==> config.mk <==
export PLATFORM = sky130hd
export DESIGN_NAME = swc_cell
export DESIGN_NICKNAME = d
export VERILOG_FILES = /design/src/rtl/swc_pkg.sv /design/src/rtl/swc_cell.sv
export SDC_FILE = /design/constraint.sdc
export NUM_CORES = 1
export LEC_CHECK = 0
export BUFFER_PORTS_ARGS = -buffer_cell sky130_fd_sc_hd__buf_4
export CAP_MARGIN = 10
export CORE_AREA = 2 2 84 86
export CTS_CLUSTER_SIZE = 24
export DETAILED_ROUTE_END_ITERATION = 8
export DIE_AREA = 0 0 86 88
export GPL_ROUTABILITY_DRIVEN = 0
export GPL_TIMING_DRIVEN = 1
export PLACE_DENSITY = 0.87
export SLEW_MARGIN = 40
export SYNTH_ARGS = -nofsm -noshare
export SYNTH_HDL_FRONTEND = slang
export SYNTH_SLANG_ARGS = --single-unit
==> constraint.sdc <==
create_clock -name clk -period 5.5 [get_ports clk]
set_input_delay 0.55 -clock clk [delete_from_list [all_inputs] [get_ports clk]]
set_output_delay 0.55 -clock clk [all_outputs]
set_load 0.01 [all_outputs]
==> src/rtl/swc_pkg.sv <==
package swc_pkg;

  localparam int PRICE_BITS = 32;
  localparam int SUM_BITS = PRICE_BITS + 1;
  localparam int CFG_BITS = 7;
  localparam int CODE_BITS = 3;
  localparam int WINDOW_MAX_DEFAULT = 64;
  localparam logic [CFG_BITS-1:0] WINDOW_RESET = 7'd20;

  localparam logic [CODE_BITS-1:0] POS_NEUTRAL = 3'd0;
  localparam logic [CODE_BITS-1:0] POS_UPPER_BREAK = 3'd1;
  localparam logic [CODE_BITS-1:0] POS_LOWER_BREAK = 3'd2;
  localparam logic [CODE_BITS-1:0] POS_UPPER_HALF = 3'd3;
  localparam logic [CODE_BITS-1:0] POS_LOWER_HALF = 3'd4;
  localparam logic [CODE_BITS-1:0] POS_MIDDLE = 3'd5;

  typedef struct packed {
    logic [PRICE_BITS-1:0] high_price;
    logic [PRICE_BITS-1:0] low_price;
    logic [PRICE_BITS-1:0] close_price;
  } bar_t;

  typedef struct packed {
    logic                  channel_valid;
    logic [PRICE_BITS-1:0] upper_band;
    logic [SUM_BITS-1:0]   middle_half_ticks;
    logic [PRICE_BITS-1:0] lower_band;
    logic [CODE_BITS-1:0]  position_code;
  } result_t;

  typedef struct packed {
    logic [PRICE_BITS-1:0] high;
    logic [PRICE_BITS-1:0] low;
  } cell_bar_t;

  typedef struct packed {
    logic shift;
    logic rotate;
  } cell_ctrl_t;

  typedef struct packed {
    logic init;
    logic take;
    logic sum;
  } red_ctrl_t;

endpackage

==> src/rtl/swc_cell.sv <==
module swc_cell (
  input  logic               clk,
  input  swc_pkg::cell_ctrl_t ctrl,
  input  swc_pkg::cell_bar_t prev_bar,
  input  swc_pkg::cell_bar_t next_bar,
  output swc_pkg::cell_bar_t bar
);

  // shift toward older entries on a new request, rotate toward the head while scanning
  always_ff @(posedge clk) begin
    if (ctrl.shift) begin
      bar <= prev_bar;
    end else if (ctrl.rotate) begin
      bar <= next_bar;
    end
  end

endmodule

==> flow_metrics.py <==
metrics = {
    "status": {
        "status": "completed",
    },
    "detailed_routing": {
        "routed_wl_um": 7310,
        "final_antenna_net_count": 0,
        "vias_per_cell": 4.762,
        "drtIter0Drc": 67,
        "drc": 0,
        "routedWlPerCell_um": 17.36,
        "dr.pass1.iters": 4,
        "vias": 2005,
    },
    "sta": {
        "layout_min_cycle_time_ns": 1.812,
        "drv_slew": 0,
        "hold_viol": 0,
        "rsz0062_at_grt": "no",
        "max_clock_freq_mhz": 551.9,
        "setup-tns-final_ns": 0,
        "setup_violations": 0,
        "slew_headroom": 0.4994,
        "holdWs_ns": 0.5143,
        "period_share": 0.3295,
        "worst_pin_slew_ns": 0.7509,
    },
    "clocking": {
        "cts_tree": "built",
        "htree_num_levels": 3,
        "postCtsSetupBuffers": 0,
        "cts_buffers": 9,
        "path_clk_slew_ns": 0.07,
        "cts_root_buf": "clkbuf_8",
        "cts.path.max_buffers": 2,
        "cts_sinks": 64,
        "holdBufCountCts": 0,
        "cts_resized": 0,
    },
    "power": {
        "switching_power_w": 0.0002796,
        "pwr-share-seq": 0.494,
        "power.density_nw_per_um2": 272.9,
        "fin_total_pwr_w": 0.001251,
        "pwr-share-clk": 0.296,
        "pwr-share-comb": 0.210,
        "ir_drop_v": 0.0001300,
        "power_leakage_nw": 2.148,
        "intPower_w": 0.0009719,
        "swShare": 0.2234,
    },
    "critical_path": {
        "cp_common_cell": "buf_4",
        "path_delay_family": "buffers and inverters",
        "path_class": "primary input to register",
        "arrival_ns": 1.79,
        "cp_slowest_cell": "or2_2",
        "crit_fanout": 33,
        "cp.required_ns": 5.48,
        "end_kind": "register",
        "slowest_delay_ns": 0.59,
        "worst-path-buf-inv": 2,
        "startpoint_type": "primary input",
        "path_cells": "buf_4 > or2_2 > buf_4",
    },
    "place": {
        "dp_cells": 405,
        "dpl_cell_area_um2": 4408,
        "dp.final_hpwl_um": 5720,
        "port_buffers": 194,
    },
    "final_layout": {
        "largest_reg_flops": 64,
        "top_register": "bar",
        "synthToLayoutAreaGrowth_pct": 57.84,
        "stdcell_count": 421,
        "largestRegisters": "bar x64",
        "diodes": 0,
        "finish.net_count": 467,
        "drive_above_1_share": 0.7977,
        "post-route-cell-area_um2": 4586,
    },
    "floorplan": {
        "die-area_um2": 7568,
        "fp.dieW_um": 86,
        "start_util": 0.4373,
        "num_io_pins": 195,
        "die_h_um": 88,
        "core_area_um2": 6644,
        "num_rows": 30,
    },
    "synth": {
        "synth_cell_types": 6,
        "synth_seq_cells": 64,
        "synth.area.top_cells": "edfxtp_1, mux2_4, mux2_2, buf_6, or2_1",
        "synthesis.instances": 136,
        "yosysWarningCount": 0,
        "synth_area_leader_cell": "edfxtp_1",
        "synth_fp_nets": 267,
        "synth_seq_area_share": 0.6615,
        "netlist_area_um2": 2905,
        "syn_avg_cell_area_um2": 21.36,
        "netlist.area_leader.share": 0.6615,
    },
    "min_path": {
        "hold_path.class": "primary input to register",
    },
    "grt": {
        "grt_pass1_vias": 2054,
        "track_usage": 0.1860,
        "grt_util_met3": 0.06598,
        "busiest_layer": "met2",
        "grt_overflow": 0,
        "grt_max_degree": 65,
        "grt_pass1_wl_um": 10190,
        "gr-usage-met2": 0.3404,
        "antenna_found_initial": 0,
        "grt_use_met1": 0.1907,
    },
    "flow_run": {
        "drv_cap": 0,
    },
}
==> final timing paths <==
path                    startpoint                end  slack, ns  depth (start not counted)
worst max-delay path       ctrl[1]  bar[24]$_DFFE_PP_       3.69                          3
worst min-delay path  next_bar[32]  bar[32]$_DFFE_PP_       0.51                          2
==> layer usage <==
layer	up-vias	share of wire
met4	0	0.021
met3	13	0.085
met2	108	0.56
met1	946	0.33
met5	-	0
li1	938	-
==> cell type report <==
cell class / count / area [µm²]
Fill cell: 463 / 2058
Timing Repair Buffer: 196 / 1475
Tap cell: 80 / 100.1
Sequential cell: 64 / 1922
Clock inverter: 6 / 50.05
Clock buffer: 10 / 127.6
Multi-Input combinational cell: 65 / 910.9
==> synthesized netlist by cell type <==
library cell,number
buf_2,1
mux2_4,49
buf_6,6
mux2_2,15
edfxtp_1,64
or2_1,1
==> placed cells by master, fill, tap and decap left out <==
| cell type | count |
|---|---|
| buf_4 | 195 |
| edfxtp_1 | 64 |
| mux2_4 | 49 |
| mux2_2 | 15 |
| clkbuf_8 | 9 |
| clkinv_1 | 4 |
| or2_2 | 1 |
| clkinv_2 | 1 |
| bufinv_16 | 1 |
| clkbuf_1 | 1 |
| buf_6 | 1 |
==> logic make-up (layout without fill, tap and decap cells) <==
family / Yosys count / after routing / synth area share
muxes: 64 / 64 / 0.3114
DFF: 64 / 64 / 0.6615
and+or+nand+nor: 1 / 1 / 0.002155
buffers and inverters: 7 / 212 / 0.02498
==> stage by stage <==
stage               utilization  setup slack (ns)
global placement         0.6629             3.353
floorplan                     -             2.776
finish                   0.6902             3.688
CTS                      0.6902             3.698
global route             0.6902             3.611
detailed placement       0.6635             3.339
==> power by group through the flow <==
stage               registers (W)   logic, W  clock network, W
floorplan                0.000655  0.0000760                 0
detailed placement       0.000628   0.000267                 0
global placement         0.000626   0.000262                 0
CTS                      0.000619   0.000267          0.000383
finish                   0.000618   0.000263          0.000371
global route             0.000622   0.000279          0.000405
No activity file was read; power rests on OpenSTA's default activity.
