<file path="src/rtl/swc_pkg.sv">
package swc_pkg;

  localparam int PRICE_BITS = 32;
  localparam int SUM_BITS = PRICE_BITS + 1;
  localparam int CFG_BITS = 7;
  localparam int CODE_BITS = 3;
  localparam int WINDOW_MAX_DEFAULT = 64;
  localparam logic [CFG_BITS-1:0] WINDOW_RESET = 7'd20;

  localparam logic [CODE_BITS-1:0] POS_NEUTRAL = 3'd0;
  localparam logic [CODE_BITS-1:0] POS_UPPER_BREAK = 3'd1;
  localparam logic [CODE_BITS-1:0] POS_LOWER_BREAK = 3'd2;
  localparam logic [CODE_BITS-1:0] POS_UPPER_HALF = 3'd3;
  localparam logic [CODE_BITS-1:0] POS_LOWER_HALF = 3'd4;
  localparam logic [CODE_BITS-1:0] POS_MIDDLE = 3'd5;

  typedef struct packed {
    logic [PRICE_BITS-1:0] high_price;
    logic [PRICE_BITS-1:0] low_price;
    logic [PRICE_BITS-1:0] close_price;
  } bar_t;

  typedef struct packed {
    logic                  channel_valid;
    logic [PRICE_BITS-1:0] upper_band;
    logic [SUM_BITS-1:0]   middle_half_ticks;
    logic [PRICE_BITS-1:0] lower_band;
    logic [CODE_BITS-1:0]  position_code;
  } result_t;

  typedef struct packed {
    logic [PRICE_BITS-1:0] high;
    logic [PRICE_BITS-1:0] low;
  } cell_bar_t;

  typedef struct packed {
    logic shift;
    logic rotate;
  } cell_ctrl_t;

  typedef struct packed {
    logic init;
    logic take;
    logic sum;
  } red_ctrl_t;

endpackage

</file>
<file path="src/rtl/swc_reduce.sv">
module swc_reduce (
  input  logic                                 clk,
  input  swc_pkg::red_ctrl_t                   ctrl,
  input  swc_pkg::cell_bar_t                   bar,
  input  logic [swc_pkg::PRICE_BITS-1:0]       close,
  output logic [swc_pkg::PRICE_BITS-1:0]       upper,
  output logic [swc_pkg::PRICE_BITS-1:0]       lower,
  output logic [swc_pkg::SUM_BITS-1:0]         sum,
  output logic [swc_pkg::CODE_BITS-1:0]        code
);

  logic [swc_pkg::SUM_BITS-1:0] twice_close;

  always_ff @(posedge clk) begin
    if (ctrl.init) begin
      upper <= bar.high;
      lower <= bar.low;
    end else if (ctrl.take) begin
      if (bar.high > upper) begin
        upper <= bar.high;
      end
      if (bar.low < lower) begin
        lower <= bar.low;
      end
    end
    if (ctrl.sum) begin
      sum <= {1'b0, upper} + {1'b0, lower};
    end
  end

  assign twice_close = {close, 1'b0};

  // tests in priority order: breaks first, then the half against the middle line
  always_comb begin
    if (close >= upper) begin
      code = swc_pkg::POS_UPPER_BREAK;
    end else if (close <= lower) begin
      code = swc_pkg::POS_LOWER_BREAK;
    end else if (twice_close > sum) begin
      code = swc_pkg::POS_UPPER_HALF;
    end else if (twice_close < sum) begin
      code = swc_pkg::POS_LOWER_HALF;
    end else begin
      code = swc_pkg::POS_MIDDLE;
    end
  end

endmodule
</file>
<file path="config.mk">
export PLATFORM = sky130hd
export DESIGN_NAME = swc_reduce
export DESIGN_NICKNAME = d
export VERILOG_FILES = /design/src/rtl/swc_pkg.sv /design/src/rtl/swc_reduce.sv
export SDC_FILE = /design/constraint.sdc
export NUM_CORES = 1
export LEC_CHECK = 0
export ABC_CLOCK_PERIOD_IN_PS = 4300
export BUFFER_PORTS_ARGS = -buffer_cell sky130_fd_sc_hd__clkbuf_2
export CORE_ASPECT_RATIO = 0.6
export CORE_MARGIN = 3
export CORE_UTILIZATION = 40
export CTS_CLUSTER_DIAMETER = 60
export CTS_CLUSTER_SIZE = 24
export DETAILED_ROUTE_END_ITERATION = 12
export GPL_TIMING_DRIVEN = 0
export PLACE_DENSITY_LB_ADDON = 0.1
export SYNTH_ARGS = -nofsm -noshare
export SYNTH_HDL_FRONTEND = slang
export SYNTH_SLANG_ARGS = --single-unit
</file>
<file path="constraint.sdc">
create_clock -name clk -period 4.3 [get_ports clk]
set_input_delay 0.43 -clock clk [delete_from_list [all_inputs] [get_ports clk]]
set_output_delay 0.43 -clock clk [all_outputs]
set_load 0.03 [all_outputs]
</file>
==> reports/results.md, run 1 <==
| Metric | This run | Unit |
|---|---|---|
| Number of H-tree levels | 3 | - |
| Arrival time at the worst endpoint | 4.23 | ns |
| Post-synth design cell area | 0.00833 | mm^2 |
| Synthesized instance count | 807 | - |
| Min Clock Period, post-route | 4.17 | ns |
| Distinct cell type count after synthesis | 54 | - |
| Count of buffers from port buffering | 199 | - |
| Most frequent standard cell in the layout excluding fill and tap cells | sky130_fd_sc_hd__clkbuf_2 | - |
| Maximum achievable frequency | 240 | MHz |
| Element type at the critical path start | flip-flop | - |
| Post-synth EDFFs | 97 | - |
| FF+latch area | 0.00291 | mm^2 |
| Final Worst Setup Slack | 0.134 | ns |
| Setup Crit Path Kind | flip-flop to flip-flop | - |
| Proportion of layout cells with a drive suffix above 1 | 0.223 | - |
| Pin count of the biggest net entering global routing | 34 | - |
| Antenna diodes | 0 | - |
| Number of global-route vias before repair | 6651 | - |
| Number of CTS-inserted buffers | 9 | - |
| Clock tree from TritonCTS | built | - |
| # nets final | 1312 | - |
| Filler instances | 1931 | - |
| Total congestion overflow | 0 | - |
| Post-synthesis average cell area | 10.3 | um^2 |
| Count of clock tree sinks | 97 | - |
| Synthesized Nets | 1099 | - |
| Number of warnings issued by yosys | 0 | - |
| Total count of max-transition violations in the final report | 0 | - |
| Setup skew after layout | 0.00710 | ns |
| Gr usage total | 0.227 | - |
| First-pass GRT wire length | 39100 | um |
| DPL Wire Length | 21700 | um |
| Iteration count of the initial detailed-routing pass | 5 | - |
| Vias | 6908 | - |
| Part of the Yosys area used for sequential elements | 0.350 | - |
| Via/cell ratio | 5.32 | - |
| Reg2Reg Setup Slack | 0.13 | ns |
| Required time of the critical path | 4.36 | ns |
| Post-CTS Hold Fix Bufs | 0 | - |
| Layout Cell Area excl Fill | 0.0100 | mm^2 |
| Post-DR wirelength/cell | 19.7 | um |
| Worst slack on hold paths | 0.258 | ns |
| Total die area | 0.0227 | mm^2 |
| Worst Setup End Kind | flip-flop | - |
| Power share of the sequential group | 0.353 | - |
| Starting Density | 0.412 | - |
| Worst-margin pin slew | 1.10 | ns |
| Pre-CTS worst setup slack | -0.362 | ns |
| Final wirelength | 25500 | um |
| # placed instances | 1281 | - |
| Cell Pwr Density | 383 | mW/mm^2 |
| CORE AREA | 0.0202 | mm^2 |
| Number of antenna violations at the first check in global routing | 0 | - |
| Post-Layout Cell Count | 1298 | - |
| Post-layout total power | 3.84 | mW |
| Number of design rule violations left after detail routing | 0 | - |
| Unrepaired setup endpoints after global routing | false | - |
| Count of boundary I/O pins | 200 | - |
| Max-slew headroom at the worst pin | 0.265 | - |
| Register bit count reported by yosys | 97 | - |
| Fin crit share | 0.969 | - |
| Number of max-cap violations | 0 | - |
| Pint | 2.27 | mW |
| Flip-flop cell with the highest count after synthesis | sky130_fd_sc_hd__edfxtp_1 | - |
| X dimension of the die | 192 | um |
| Switching part of the total | 0.409 | - |
| Synth-to-layout area growth | 20.4 | % |
| Overall die height | 118 | um |
| Outcome | finished clean | - |
| Part of the total power dissipated in the clock network | 0.199 | - |
| Min-Delay Path Class | primary input to flip-flop | - |
| ANT nets after route | 0 | - |
| Number of failing hold endpoints at the final stage | 0 | - |
| Combined area of the multi-input logic cells | 0.00505 | mm^2 |
| Final Wtd Congestion | 0.853 | - |
| Final number of setup-violating endpoints | 0 | - |
| Library cell used as clock root buffer | sky130_fd_sc_hd__clkbuf_16 | - |
| CP Max Fanout | 21 | - |
| Post-synth ARST share | 0 | - |
| Starting DRT DRC Count | 510 | - |
| CTS max path bufs | 2 | - |
| Highest-count cells in the layout ignoring fill and taps | sky130_fd_sc_hd__clkbuf_2, sky130_fd_sc_hd__ha_1, sky130_fd_sc_hd__inv_1, sky130_fd_sc_hd__edfxtp_1, sky130_fd_sc_hd__a21oi_1 | - |
| Cell area reported after detailed placement | 0.00973 | mm^2 |
| Clk Latency, worst-skew pair | 0.36 | ns |
| Worst IR drop on VDD | 0.207 | mV |
| Std cell rows | 40 | - |
| Switching pwr | 1.57 | mW |
| Clock-pin slew on the worst setup and hold paths | 0.07 | ns |
| Leakage dissipation | 5.14 | nW |
| Combinational share of power | 0.448 | - |
==> area by class of cell <==
class	instances	share of cell area
Clock buffer	11	0.0232
Tap cell	273	0.0341
Timing Repair Buffer	202	0.106
Buffer	4	0.00162
Inverter	103	0.0386
Clock inverter	5	0.00225
Sequential cell	97	0.290
Multi-Input combinational cell	603	0.504
==> per-layer routing <==
metal / routed length (um) / share of wire / track usage / vias to the layer above
met5: 0 / 0 / 0 / -
met4: 193 / 0.0076 / 0.0327 / 0
met3: 2080 / 0.081 / 0.0497 / 14
met2: 8950 / 0.35 / 0.281 / 227
met1: 14300 / 0.56 / 0.392 / 3205
li1: - / - / - / 3462
==> path summary, 6_finish.rpt <==
path	from	endpoint	cells after the start
worst max-delay path	lower[5]	lower[14]	12
worst min-delay path	bar[0]	lower[0]	1
worst max register to register	lower[5]	lower[14]	12
worst min register to register	lower[0]	sum[0]	1
==> kinds of logic after synthesis <==
group	after synthesis	synth area share
buffers and inverters	107	0.0484
adder cells (fa/ha/maj)	192	0.289
multiplexers	1	0.00120
AO/OA/AOI/OAI	225	0.182
flip-flops	97	0.350
XOR/XNOR	27	0.0284
AND/OR/NAND/NOR	158	0.101
==> flip-flops by register name (all words and copies together), names as in the netlist <==
signal	count
sum	33
lower	32
upper	32
==> metrics by stage <==
stage	TNS (ns)	utilization
global placement	-67.93	0.478
global route	0	0.496
CTS	0	0.494
finish	0	0.496
detailed placement	-9.07	0.481
floorplan	0	-
==> cells in the mapped netlist (2+ instances only) <==
cell                          n  share of area
sky130_fd_sc_hd__a2111oi_0    5         0.0053
sky130_fd_sc_hd__a211oi_1    10         0.0090
sky130_fd_sc_hd__a21boi_0     2         0.0018
sky130_fd_sc_hd__a21boi_2     2         0.0027
sky130_fd_sc_hd__a21o_1      65          0.059
sky130_fd_sc_hd__a21o_2       2         0.0021
sky130_fd_sc_hd__a21oi_1     67          0.040
sky130_fd_sc_hd__a221o_1      2         0.0024
sky130_fd_sc_hd__a31o_2       2         0.0021
sky130_fd_sc_hd__a31oi_1      4         0.0030
sky130_fd_sc_hd__a41oi_1      2         0.0021
sky130_fd_sc_hd__and3_1       4         0.0030
sky130_fd_sc_hd__and4_1       2         0.0021
sky130_fd_sc_hd__clkbuf_1     3         0.0014
sky130_fd_sc_hd__edfxtp_1    97           0.35
sky130_fd_sc_hd__ha_1       191           0.29
sky130_fd_sc_hd__inv_1      103          0.046
sky130_fd_sc_hd__nand2_1     25          0.011
sky130_fd_sc_hd__nand2b_1     9         0.0068
sky130_fd_sc_hd__nand3_1     11         0.0066
sky130_fd_sc_hd__nand3b_1     4         0.0036
sky130_fd_sc_hd__nand4_1     32          0.024
sky130_fd_sc_hd__nor2_1      30          0.014
sky130_fd_sc_hd__nor2b_1     17          0.013
sky130_fd_sc_hd__nor3_1      10         0.0060
sky130_fd_sc_hd__nor3b_1      2         0.0018
sky130_fd_sc_hd__nor4_1       5         0.0038
sky130_fd_sc_hd__o21a_1       9         0.0081
sky130_fd_sc_hd__o21ai_0     30          0.018
sky130_fd_sc_hd__o21ai_1      3         0.0018
sky130_fd_sc_hd__o21bai_1     6         0.0054
sky130_fd_sc_hd__o311ai_1     2         0.0021
sky130_fd_sc_hd__o31ai_1      2         0.0018
sky130_fd_sc_hd__or4_1        2         0.0018
sky130_fd_sc_hd__xnor2_1     23          0.024
sky130_fd_sc_hd__xor2_1       4         0.0042
==> critical path, stage by stage, from the launching register on <==
cell	delay [ns]
sky130_fd_sc_hd__edfxtp_1	0.42
sky130_fd_sc_hd__inv_1	0.11
sky130_fd_sc_hd__ha_1	0.24
sky130_fd_sc_hd__a21oi_1	0.18
sky130_fd_sc_hd__o21ai_0	0.22
sky130_fd_sc_hd__nor4_2	0.53
sky130_fd_sc_hd__o21ai_1	0.30
sky130_fd_sc_hd__a221o_1	0.43
sky130_fd_sc_hd__a221oi_4	0.40
sky130_fd_sc_hd__o21ai_1	0.14
sky130_fd_sc_hd__a2111oi_0	0.43
sky130_fd_sc_hd__or4_4	0.24
sky130_fd_sc_hd__buf_12	0.18
==> power groups by stage <==
| stage | clock [mW] | sequential [mW] | combinational, mW |
|---|---|---|---|
| CTS | 0.782 | 1.36 | 1.71 |
| finish | 0.763 | 1.36 | 1.72 |
| global placement | 0 | 1.39 | 1.67 |
| detailed placement | 0 | 1.38 | 1.70 |
| floorplan | 0 | 1.61 | 0.909 |
| global route | 0.818 | 1.38 | 1.91 |
==> what timing repair did <==
| action | 4_1_cts | 5_1_grt |
|---|---|---|
| buffers inserted | 0 | 1 |
| pin swaps | 0 | 2 |
| setup endpoints to repair | 32 | 21 |
| resized for setup | 2 | 1 |
| hold endpoints to repair | 0 | 0 |
Note: power is estimated with default switching activity, not from simulation.
==> run 2: changes to the inputs <==
--- a/config.mk
+++ b/config.mk
@@ -15,6 +15,7 @@
 export DETAILED_ROUTE_END_ITERATION = 12
 export GPL_TIMING_DRIVEN = 0
 export PLACE_DENSITY_LB_ADDON = 0.1
+export RECOVER_POWER = 25
 export SYNTH_ARGS = -nofsm -noshare
 export SYNTH_HDL_FRONTEND = slang
 export SYNTH_SLANG_ARGS = --single-unit
==> run 2 against run 1 <==
Effect of this change:
- the run now ends with capacitance limit, slew limit left
- highest routed layer unchanged
- non-clock buffer count is the same
- hold slack is essentially flat
- via count is essentially flat
- sequential share of layout area grew 0.23 points
- count of clock-buffer cells in the layout is the same
- cell count is the same
- power shrank 0.26%
- register-to-register slack gained 0.04 ns
==> reports/results.md, run 2 (synthesis gave the netlist of run 1 again) <==
| Metric | This run | Unit | Delta |
|---|---|---|---|
| CTS max path bufs | 2 | - | unchanged |
| Max reg flops | 33 | - | unchanged |
| Cell area reported after detailed placement | 0.00973 | mm^2 | unchanged |
| Min Clock Period, post-route | 4.13 | ns | -0.0390 ns |
| Fin crit share | 0.960 | - | -0.00906 |
| Starting Density | 0.412 | - | unchanged |
| Std cell rows | 40 | - | unchanged |
| Required time of the critical path | 4.36 | ns | about the same |
| Cell Pwr Density | 385 | mW/mm^2 | +0.55% |
| X dimension of the die | 192 | um | unchanged |
| Final Wtd Congestion | 0.853 | - | unchanged |
| Worst-margin pin slew | 2.38 | ns | +1.28 ns |
| Number of CTS-inserted buffers | 9 | - | unchanged |
| Overall die height | 118 | um | unchanged |
| Total count of max-transition violations in the final report | 34 | - | +34 |
| Most frequent standard cell in the layout excluding fill and tap cells | sky130_fd_sc_hd__ha_1 | - |  |
| Number of antenna violations at the first check in global routing | 0 | - | unchanged |
| Setup Crit Path Kind | flip-flop to flip-flop | - |  |
| Unrepaired setup endpoints after global routing | false | - |  |
| Via/cell ratio | 5.32 | - | about the same |
| Reg2Reg Setup Slack | 0.17 | ns | +0.04 ns |
| Post-DR wirelength/cell | 19.7 | um | about the same |
| First-pass GRT wire length | 39100 | um | unchanged |
| DPL Wire Length | 21700 | um | unchanged |
| CP most frequent cell | sky130_fd_sc_hd__o21ai_1 | - |  |
| Count of boundary I/O pins | 200 | - | unchanged |
| Number of design rule violations left after detail routing | 0 | - | unchanged |
| CORE AREA | 0.0202 | mm^2 | unchanged |
| FF+latch area | 0.00291 | mm^2 | unchanged |
| Worst Setup End Kind | flip-flop | - |  |
| Starting DRT DRC Count | 547 | - | +7.3% |
| Vias | 6902 | - | -0.087% |
| Final number of setup-violating endpoints | 0 | - | unchanged |
| Pre-CTS worst setup slack | -0.362 | ns | unchanged |
| Library cell used as clock root buffer | sky130_fd_sc_hd__clkbuf_16 | - |  |
| Max-slew headroom at the worst pin | -0.586 | - | -0.851 |
| Highest-count cells in the layout ignoring fill and taps | sky130_fd_sc_hd__ha_1, sky130_fd_sc_hd__clkbuf_2, sky130_fd_sc_hd__inv_1, sky130_fd_sc_hd__edfxtp_1, sky130_fd_sc_hd__clkbuf_1 | - |  |
| Crit-path cells | inv_1 > ha_1 > a21oi_1 > o21ai_0 > nor4_2 > o21ai_1 > a221o_1 > a221oi_4 > o21ai_1 > a2111oi_0 > or4_4 > buf_12 | - |  |
| Pin count of the biggest net entering global routing | 34 | - | unchanged |
| Leakage dissipation | 4.95 | nW | -3.7% |
| Outcome | finished with violations | - |  |
| Gr usage total | 0.227 | - | unchanged |
| Iteration count of the initial detailed-routing pass | 5 | - | unchanged |
| Layout Cell Area excl Fill | 0.00995 | mm^2 | -0.80% |
| Min-Delay Path Class | primary input to flip-flop | - |  |
| Combined area of the multi-input logic cells | 0.00505 | mm^2 | unchanged |
| Largest registers | sum x33, lower x32, upper x32 | - |  |
| Worst IR drop on VDD | 0.206 | mV | -0.77% |
| Count of clock tree sinks | 97 | - | unchanged |
| Filler instances | 1979 | - | +2.5% |
| Clock tree from TritonCTS | built | - |  |
| Proportion of layout cells with a drive suffix above 1 | 0.161 | - | -0.0624 |
| Number of H-tree levels | 3 | - | unchanged |
| ANT nets after route | 0 | - | unchanged |
| Clk Latency, worst-skew pair | 0.36 | ns | about the same |
| Number of global-route vias before repair | 6651 | - | unchanged |
| Total die area | 0.0227 | mm^2 | unchanged |
| Number of max-cap violations | 1 | - | +1 |
| Failing checks | capacitance limit, slew limit | - |  |
| Total congestion overflow | 0 | - | unchanged |
| Setup skew after layout | 0.00729 | ns | +0.000194 ns |
| Clock-pin slew on the worst setup and hold paths | 0.07 | ns | about the same |
| # nets final | 1312 | - | unchanged |
| Share of the core filled with cells | 0.492 | - | -0.00396 |
| Element type at the critical path start | flip-flop | - |  |
| Synth-to-layout area growth | 19.4 | % |  |
| Arrival time at the worst endpoint | 4.19 | ns | -0.04 ns |
| Critical path's largest stage delay | 0.51 | ns | -0.02 ns |
| Final Worst Setup Slack | 0.173 | ns | +0.0390 ns |
| Number of failing hold endpoints at the final stage | 0 | - | unchanged |
| Maximum achievable frequency | 242 | MHz | +0.94% |
| Largest reg by FF count | sum | - |  |
| CP Max Fanout | 21 | - | unchanged |
| Antenna diodes | 0 | - | unchanged |
| Slowest library cell on the worst path | sky130_fd_sc_hd__nor4_2 | - |  |
| Count of buffers from port buffering | 199 | - | unchanged |
| Final wirelength | 25500 | um | about the same |
run 2: cell type report:
| cell class | instances | share of cell area |
|---|---|---|
| Sequential cell | 97 | 0.293 |
| Clock buffer | 11 | 0.0234 |
| Inverter | 103 | 0.0389 |
| Clock inverter | 5 | 0.00226 |
| Multi-Input combinational cell | 603 | 0.508 |
| Tap cell | 273 | 0.0343 |
| Timing Repair Buffer | 202 | 0.0989 |
| Buffer | 4 | 0.00164 |
run 2: repair_timing:
item / CTS / global route
hold buffers: 0 / 0
endpoints found under the setup margin: 32 / 21
endpoints found under the hold margin: 0 / 0
buffers inserted: 0 / 1
resized for setup: 2 / 1
pin swaps: 0 / 2
run 2: where the power goes:
part	total (mW)	internal (mW)	switching (mW)	leakage, nW
sequential	1.36	1.24	0.118	0.962
combinational	1.71	0.636	1.08	3.86
clock	0.761	0.387	0.374	0.128
run 2: critical path, delay by kind of cell, from the launching register on:
family                     cells  cell delay (ns)
AOI/OAI and AO/OA              7             2.07
buffers and inverters          2             0.29
adders and majority gates      1             0.24
and+or+nand+nor                2             0.76
DFF                            1             0.43
run 2: per-stage QoR:
stage	instances	TNS, ns	power, mW	hold slack (ns)
5_1_grt	1298	0	4.10	0.246
3_5_place_dp	1281	-9.07	3.08	0.623
6_report	1298	0	3.83	0.258
2_1_floorplan	807	0	2.52	0.529
3_3_place_gp	1279	-67.93	3.05	0.620
4_1_cts	1297	0	3.85	0.247
run 2: final timing paths:
check        startpoint   endpoint  cells past startpoint
max reg2reg    lower[5]  lower[14]                     12
min reg2reg    lower[0]     sum[0]                      1
max            lower[5]  lower[14]                     12
min              bar[0]   lower[0]                      1
run 2: per-layer routing:
| metal | up-vias | GRT usage | part of all wire |
|---|---|---|---|
| li1 | 3457 | - | - |
| met1 | 3184 | 0.392 | 0.55 |
| met2 | 247 | 0.281 | 0.35 |
| met3 | 14 | 0.0497 | 0.089 |
| met4 | 0 | 0.0327 | 0.0076 |
| met5 | - | 0 | 0 |
